===== config.mk =====
export PLATFORM = sky130hd
export DESIGN_NAME = crc16_configurable_engine_flat
export DESIGN_NICKNAME = d
export VERILOG_FILES = /design/src/crc16_pkg.sv /design/src/crc16_if.sv /design/src/crc16_configurable_engine.sv /design/src/flat_wrapper.sv
export SDC_FILE = /design/constraint.sdc
export NUM_CORES = 1
export LEC_CHECK = 0
export BUFFER_PORTS_ARGS = -buffer_cell sky130_fd_sc_hd__buf_4
export CORE_MARGIN = 2
export CORE_UTILIZATION = 55
export CTS_BUF_LIST = sky130_fd_sc_hd__clkbuf_16
export CTS_CLUSTER_DIAMETER = 60
export DETAILED_ROUTE_END_ITERATION = 6
export GPL_TIMING_DRIVEN = 0
export PLACE_DENSITY = 0.74
export SLEW_MARGIN = 20
export SYNTH_ARGS = -nofsm -noshare
export SYNTH_HDL_FRONTEND = slang
export SYNTH_SLANG_ARGS = --single-unit

===== constraint.sdc =====
create_clock -name clk -period 13.6 [get_ports clk]
set_input_delay 0.68 -clock clk [delete_from_list [all_inputs] [get_ports clk]]
set_output_delay 0.68 -clock clk [all_outputs]
set_load 0.02 [all_outputs]

===== src/crc16_pkg.sv =====
// Package: widths, register indexes, reset values and the CRC update function.
`default_nettype none

package crc16_pkg;

    localparam int CRC_W       = 16;
    localparam int BYTE_W      = 8;
    localparam int COUNT_W     = 4;
    localparam int CFG_INDEX_W = 2;
    localparam int CFG_DATA_W  = 16;

    localparam logic [CFG_INDEX_W-1:0] CFG_POLYNOMIAL     = 2'd0;
    localparam logic [CFG_INDEX_W-1:0] CFG_INITIAL_INVERT = 2'd1;
    localparam logic [CFG_INDEX_W-1:0] CFG_FINAL_INVERT   = 2'd2;

    localparam logic [CRC_W-1:0]   POLY_RESET = 16'h1021;
    localparam logic [CRC_W-1:0]   CRC_ONES   = 16'hFFFF;
    localparam logic [COUNT_W-1:0] COUNT_FULL = 4'd8;

    typedef logic [CRC_W-1:0] crc_t;

    typedef struct packed {
        logic [BYTE_W-1:0]  data_byte;
        logic [COUNT_W-1:0] bit_count;
        logic               start_message;
        logic               end_message;
    } in_word_t;

    // Shift the leading bits of a byte into the CRC, MSB first.
    function automatic crc_t crc_update(
        input crc_t               crc,
        input logic [BYTE_W-1:0]  data,
        input logic [COUNT_W-1:0] count,
        input crc_t               poly
    );
        crc_t               c;
        logic [COUNT_W-1:0] n;
        logic               fb;
        c = crc;
        n = count[COUNT_W-1] ? COUNT_FULL : count;
        for (int i = 0; i < BYTE_W; i++)
        begin
            if (COUNT_W'(i) < n)
            begin
                fb = c[CRC_W-1] ^ data[BYTE_W-1-i];
                c  = {c[CRC_W-2:0], 1'b0} ^ (fb ? poly : '0);
            end
        end
        return c;
    endfunction

endpackage

`default_nettype wire


===== src/crc16_if.sv =====
// Interfaces: input word channel and checksum channel.
`default_nettype none

interface crc16_in_if;
    import crc16_pkg::*;
    logic               valid;
    logic               ready;
    logic [BYTE_W-1:0]  data_byte;
    logic [COUNT_W-1:0] bit_count;
    logic               start_message;
    logic               end_message;

    modport source (output valid, data_byte, bit_count, start_message, end_message,
                    input ready);
    modport sink   (input valid, data_byte, bit_count, start_message, end_message,
                    output ready);
endinterface

interface crc16_out_if;
    import crc16_pkg::*;
    logic             valid;
    logic             ready;
    logic [CRC_W-1:0] checksum;

    modport source (output valid, checksum, input ready);
    modport sink   (input valid, checksum, output ready);
endinterface

`default_nettype wire


===== src/crc16_configurable_engine.sv =====
// Top level: configurable MSB-first CRC-16 engine with registered input and result.
//
// Takes one word per cycle: a byte with a count of its leading bits to shift in,
// plus start and end flags. Start reloads the CRC with 0 or 0xFFFF (start-at-ones
// flag) before the byte; end emits the CRC after the byte, XORed with 0xFFFF when
// the output-complement flag is set. A word passes an input register, then an unrolled
// eight-bit shift against the running CRC register writes the result register.
// Sustained rate is one word per cycle, set by the combinational byte update of the
// running CRC; it stalls only while an end word finds the result register full and not
// being taken.
// Configuration is written through cfg_write_en, cfg_index (0 polynomial,
// 1 start-at-ones flag, 2 output-complement flag) and cfg_data; other indexes are ignored.
`default_nettype none

module crc16_configurable_engine
    import crc16_pkg::*;
(
    input  wire logic                   clk,
    input  wire logic                   rst_n,
    crc16_in_if.sink                    in_word,
    crc16_out_if.source                 out_word,
    input  wire logic                   cfg_write_en,
    input  wire logic [CFG_INDEX_W-1:0] cfg_index,
    input  wire logic [CFG_DATA_W-1:0]  cfg_data
);

    crc_t     poly_reg;
    logic     init_inv_reg;
    logic     final_inv_reg;

    in_word_t word_reg;
    logic     word_valid_reg;
    crc_t     crc_reg;
    crc_t     crc_next;
    crc_t     crc_base;
    crc_t     sum_reg;
    logic     sum_valid_reg;

    logic     advance;
    logic     in_take;

    assign advance = word_valid_reg
                     && (!word_reg.end_message || !sum_valid_reg || out_word.ready);
    assign in_word.ready = !word_valid_reg || advance;
    assign in_take = in_word.valid && in_word.ready;

    assign crc_base = word_reg.start_message ? (init_inv_reg ? CRC_ONES : '0) : crc_reg;
    assign crc_next = crc_update(crc_base, word_reg.data_byte, word_reg.bit_count, poly_reg);

    assign out_word.valid    = sum_valid_reg;
    assign out_word.checksum = sum_reg;

    always_ff @(posedge clk or negedge rst_n)
    begin
        if (!rst_n)
        begin
            poly_reg      <= POLY_RESET;
            init_inv_reg  <= 1'b1;
            final_inv_reg <= 1'b1;
        end
        else if (cfg_write_en)
        begin
            case (cfg_index)
                CFG_POLYNOMIAL:     poly_reg      <= cfg_data[CRC_W-1:0];
                CFG_INITIAL_INVERT: init_inv_reg  <= cfg_data[0];
                CFG_FINAL_INVERT:   final_inv_reg <= cfg_data[0];
                default:            ;
            endcase
        end
    end

    always_ff @(posedge clk or negedge rst_n)
    begin
        if (!rst_n)
        begin
            word_valid_reg <= 1'b0;
            sum_valid_reg  <= 1'b0;
            crc_reg        <= '0;
        end
        else
        begin
            if (in_word.ready)
            begin
                word_valid_reg <= in_take;
            end
            if (advance)
            begin
                crc_reg <= crc_next;
            end
            if (advance && word_reg.end_message)
            begin
                sum_valid_reg <= 1'b1;
            end
            else if (out_word.ready)
            begin
                sum_valid_reg <= 1'b0;
            end
        end
    end

    always_ff @(posedge clk)
    begin
        if (in_take)
        begin
            word_reg.data_byte     <= in_word.data_byte;
            word_reg.bit_count     <= in_word.bit_count;
            word_reg.start_message <= in_word.start_message;
            word_reg.end_message   <= in_word.end_message;
        end
        if (advance && word_reg.end_message)
        begin
            sum_reg <= crc_next ^ (final_inv_reg ? CRC_ONES : '0);
        end
    end

endmodule

`default_nettype wire

===== src/flat_wrapper.sv =====
// flat-port wrapper written by rule: the top's interface ports become plain ports
module crc16_configurable_engine_flat import crc16_pkg::*;
  (clk, rst_n, cfg_write_en, cfg_index, cfg_data, in_word_valid, in_word_data_byte, in_word_bit_count, in_word_start_message, in_word_end_message, in_word_ready, out_word_valid, out_word_checksum, out_word_ready);
  crc16_in_if in_word_i ();
  crc16_out_if out_word_i ();
  input  wire logic clk;
  input  wire logic rst_n;
  input  wire logic cfg_write_en;
  input  wire logic [CFG_INDEX_W-1:0] cfg_index;
  input  wire logic [CFG_DATA_W-1:0] cfg_data;
  input wire logic [$bits(in_word_i.valid)-1:0] in_word_valid;
  input wire logic [$bits(in_word_i.data_byte)-1:0] in_word_data_byte;
  input wire logic [$bits(in_word_i.bit_count)-1:0] in_word_bit_count;
  input wire logic [$bits(in_word_i.start_message)-1:0] in_word_start_message;
  input wire logic [$bits(in_word_i.end_message)-1:0] in_word_end_message;
  output wire logic [$bits(in_word_i.ready)-1:0] in_word_ready;
  output wire logic [$bits(out_word_i.valid)-1:0] out_word_valid;
  output wire logic [$bits(out_word_i.checksum)-1:0] out_word_checksum;
  input wire logic [$bits(out_word_i.ready)-1:0] out_word_ready;
  assign in_word_i.valid = in_word_valid;
  assign in_word_i.data_byte = in_word_data_byte;
  assign in_word_i.bit_count = in_word_bit_count;
  assign in_word_i.start_message = in_word_start_message;
  assign in_word_i.end_message = in_word_end_message;
  assign in_word_ready = in_word_i.ready;
  assign out_word_valid = out_word_i.valid;
  assign out_word_checksum = out_word_i.checksum;
  assign out_word_i.ready = out_word_ready;
  crc16_configurable_engine u_core (.clk(clk), .rst_n(rst_n), .in_word(in_word_i), .out_word(out_word_i), .cfg_write_en(cfg_write_en), .cfg_index(cfg_index), .cfg_data(cfg_data));
endmodule

==> run summary <==
==================================================================================
Average instance area after synthesis                                    8.150 µm²
Per-cell via count in the routed design                                      6.221
Number of warnings reported in the yosys synthesis log                           0
Total Wirelength                                                          20090 µm
Clock-pin slew on the worst setup and hold paths                           0.07 ns
Distinct cells, synth                                                           85
Number of enable-type register cells in the synthesized netlist                 30
Hold Crit Class                                                        in -> async
Mapped Area                                                               6724 µm²
Maximum fanout count along the critical path                                    10
DRC violation count after routing                                                1
Via count of the first global-routing pass                                    6025
Number of buffers inserted during clock tree synthesis                           9
Setup Buffers After CTS                                                          0
F_max                                                                    138.0 MHz
GRT overflow                                                                     0
Required arrival time at the worst endpoint                               13.68 ns
Share of async-settable or async-resettable flops after synthesis           0.5455
Startpoint types                                                          register
WL/cell                                                                   19.28 µm
Final period util                                                           0.5328
Final ANT Viol Nets                                                              0
Quantity of gates resized following cts                                          0
Dominant register cell in the synthesized netlist                     sky130_fd_sc_hd__dfrtp_1
Run status                                                            finished, violations left
Share of synthesized area occupied by flip-flops and latches                0.2689
Floorplan Core Area                                                      11960 µm²
Initial core utilization                                                    0.5621
Antenna diode instance count                                                     0
Arrival time of data at the critical path endpoint                         7.33 ns
Clock sink count                                                                66
Final critical path time including I/O delays and setup                   7.246 ns
Setup repair after global routing missed its margin                          false
Routed via count                                                              6482
Violations in the final reports                                       design-rule violations
Initial antenna violation count                                                  0
DPL Wire Length                                                           15750 µm
Clock tree buffer depth                                                          2
Post-synthesis register bit count                                               66
Final TNS setup                                                               0 ns
Total of max-cap violations                                                      0
Pre-Repair DR Iteration Count                                                    7
Final weighted congestion of routability-driven global placement            0.9388
Global-route wire length before repair                                    31960 µm
Maximum number of pins on one net before global-route repair                    37
Worst setup path category                                               reg -> reg
# H-tree levels                                                                  3
Number of pins with negative max-slew slack in the final report                  0
Finish-stage setup viols                                                         0
Horizontal die dimension                                                  114.6 µm
Top Ports                                                                       55
Die extent in y                                                           114.6 µm
Die area                                                                 13130 µm²
Row count                                                                       40
Static Leak                                                               3.047 nW
Post-Route Skew                                                         0.01479 ns
Cell chosen for the clock root                                        sky130_fd_sc_hd__clkbuf_16
Post-synth net total                                                           862
Cts hold-fix bufs                                                                0
Worst-margin pin slew                                                    0.9510 ns
Post-synthesis cell count                                                      825
CTS tree                                                                     built
Final hold slack                                                         0.2889 ns
Fraction of layout cells with a size suffix above 1                         0.1587
Endpoints failing hold                                                           0
Overall routing resource usage                                              0.3144
First DRT Iteration DRCs                                                       557
Critical path capture point type                                          register
Signed area change from the synthesized netlist to the final layout         13.12%
Number of buffers added on ports                                                54
Worst vdd rail ir drop                                                   0.2162 mV
Rel. slew slack                                                             0.3660
Clock insertion delay at the later pin of the skew report                  0.36 ns
Number of nets in the final layout                                             927
Pwr dens                                                              292.5 nW/µm²
==================================================================================
==> stage by stage <==
step / instance area (µm²) / utilization / instances / total power [mW] / setup slack (ns)
2_1_floorplan: 6724 / - / 825 / 1.597 / 7.879
3_3_place_gp: 7313 / 0.6114 / 1026 / 1.919 / 6.694
3_5_place_dp: 7313 / 0.6114 / 1026 / 1.955 / 6.579
4_1_cts: 7601 / 0.6355 / 1042 / 2.195 / 6.551
5_1_grt: 7606 / 0.6359 / 1042 / 2.380 / 5.853
6_report: 7606 / 0.6359 / 1042 / 2.225 / 6.354
==> cell usage in the layout (no fill, tap or decap), types with 9 or more instances in the layout <==
master	synthesis	final
sky130_fd_sc_hd__a21oi_1	47	47
sky130_fd_sc_hd__buf_2	11	11
sky130_fd_sc_hd__and3_1	9	9
sky130_fd_sc_hd__nand3_1	33	33
sky130_fd_sc_hd__xor2_1	56	56
sky130_fd_sc_hd__clkbuf_1	46	46
sky130_fd_sc_hd__mux2_2	25	25
sky130_fd_sc_hd__inv_1	15	17
sky130_fd_sc_hd__a21o_1	10	10
sky130_fd_sc_hd__clkbuf_16	0	9
sky130_fd_sc_hd__dfrtp_1	31	31
sky130_fd_sc_hd__xnor2_1	65	65
sky130_fd_sc_hd__nor2_1	58	58
sky130_fd_sc_hd__nand2_1	114	114
sky130_fd_sc_hd__o2111ai_1	10	10
sky130_fd_sc_hd__o21ai_0	50	50
sky130_fd_sc_hd__edfxtp_1	30	30
sky130_fd_sc_hd__a211oi_1	10	10
sky130_fd_sc_hd__buf_4	2	56
sky130_fd_sc_hd__mux2i_1	36	36
sky130_fd_sc_hd__nand4_1	24	24
==> worst max-delay path, cell delays in order, from the launching register on <==
cell	delay (ns)
sky130_fd_sc_hd__edfxtp_1	0.38
sky130_fd_sc_hd__clkbuf_1	0.26
sky130_fd_sc_hd__or2_2	0.34
sky130_fd_sc_hd__clkbuf_1	0.18
sky130_fd_sc_hd__nor2_1	0.57
sky130_fd_sc_hd__nor2_1	0.12
sky130_fd_sc_hd__a22o_1	0.25
sky130_fd_sc_hd__o311ai_0	0.48
sky130_fd_sc_hd__nand3_1	0.17
sky130_fd_sc_hd__and3_1	0.27
sky130_fd_sc_hd__xnor2_1	0.50
sky130_fd_sc_hd__nor2b_1	0.13
sky130_fd_sc_hd__xnor2_1	0.16
sky130_fd_sc_hd__a21oi_2	0.26
sky130_fd_sc_hd__xnor2_1	0.11
sky130_fd_sc_hd__mux2i_1	0.44
sky130_fd_sc_hd__a21oi_2	0.20
sky130_fd_sc_hd__a311oi_1	0.52
sky130_fd_sc_hd__mux2i_1	0.52
sky130_fd_sc_hd__buf_2	0.31
sky130_fd_sc_hd__nand4_1	0.13
sky130_fd_sc_hd__xor2_1	0.19
sky130_fd_sc_hd__mux2i_1	0.34
sky130_fd_sc_hd__xor2_1	0.11
==> layer usage <==
metal	up-vias	wire length (µm)	part of all wire	track usage
li1	3081	-	-	-
met1	3129	9256	0.46	0.4445
met2	244	9261	0.46	0.5101
met3	28	1273	0.063	0.03812
met4	0	300	0.015	0.08211
met5	-	0	0	0
==> kinds of logic after synthesis <==
family / count (synthesis) / share of synthesized area
XOR/XNOR: 125 / 0.1682
multiplexers: 63 / 0.1010
flip-flops: 66 / 0.2689
buffers and inverters: 83 / 0.05322
AND/OR/NAND/NOR: 295 / 0.2112
AO/OA/AOI/OAI: 193 / 0.1974
==> worst paths after layout <==
| kind | startpoint | end | slack, ns | cells after the start |
|---|---|---|---|---|
| setup / recovery | u_core.word_reg[4]$_DFFE_PP_ | u_core.out_word.checksum[2]$_DFFE_PP_ | 6.35 | 23 |
| min in group clk | in_word_data_byte[1] | u_core.word_reg[7]$_DFFE_PP_ | 0.50 | 1 |
| setup reg to reg | u_core.word_reg[4]$_DFFE_PP_ | u_core.out_word.checksum[2]$_DFFE_PP_ | 6.35 | 23 |
| max in group asynchronous | rst_n | u_core.poly_reg[12]$_DFFE_PN1P_ | 12.94 | 1 |
| hold reg to reg | u_core.crc_reg[10]$_DFFE_PN0P_ | u_core.crc_reg[10]$_DFFE_PN0P_ | 0.51 | 1 |
| hold / removal | rst_n | u_core.poly_reg[6]$_DFFE_PN0P_ | 0.29 | 1 |
==> Yosys cell counts, drive strengths merged (5+ instances only) <==
master / instances / share of area
a211o: 5 / 0.0065
a211oi: 12 / 0.015
a21o: 10 / 0.011
a21oi: 49 / 0.038
a31oi: 6 / 0.0056
and2: 6 / 0.0056
and3: 9 / 0.0084
buf: 19 / 0.017
clkbuf: 48 / 0.027
dfrtp: 31 / 0.12
dfstp: 5 / 0.020
edfxtp: 30 / 0.13
inv: 15 / 0.0084
mux2: 26 / 0.044
mux2i: 37 / 0.057
nand2: 114 / 0.064
nand2b: 8 / 0.0074
nand3: 33 / 0.025
nand4: 24 / 0.022
nor2: 58 / 0.032
nor3: 6 / 0.0045
nor4: 7 / 0.0087
o2111ai: 10 / 0.013
o211ai: 7 / 0.010
o21ai: 53 / 0.040
or2: 5 / 0.0047
or3: 5 / 0.0047
xnor2: 68 / 0.092
xor2: 56 / 0.073
==> where the power goes <==
part,switching [mW],internal [mW],leakage (nW)
logic,0.987,0.676,2.19
clock network,0.0947,0.140,0.145
registers,0.0328,0.294,0.707
==> final cells by class <==
type | instances | area [µm²]
buffer | 67 | 297.8
fill | 1088 | 4355
inverter | 16 | 60.06
multi-input combinational | 676 | 4563
clock inverter | 7 | 62.56
clock buffer | 9 | 225.2
sequential | 66 | 1808
timing repair buffer | 54 | 405.4
tap | 147 | 183.9
(Power assumes the default switching activity.)
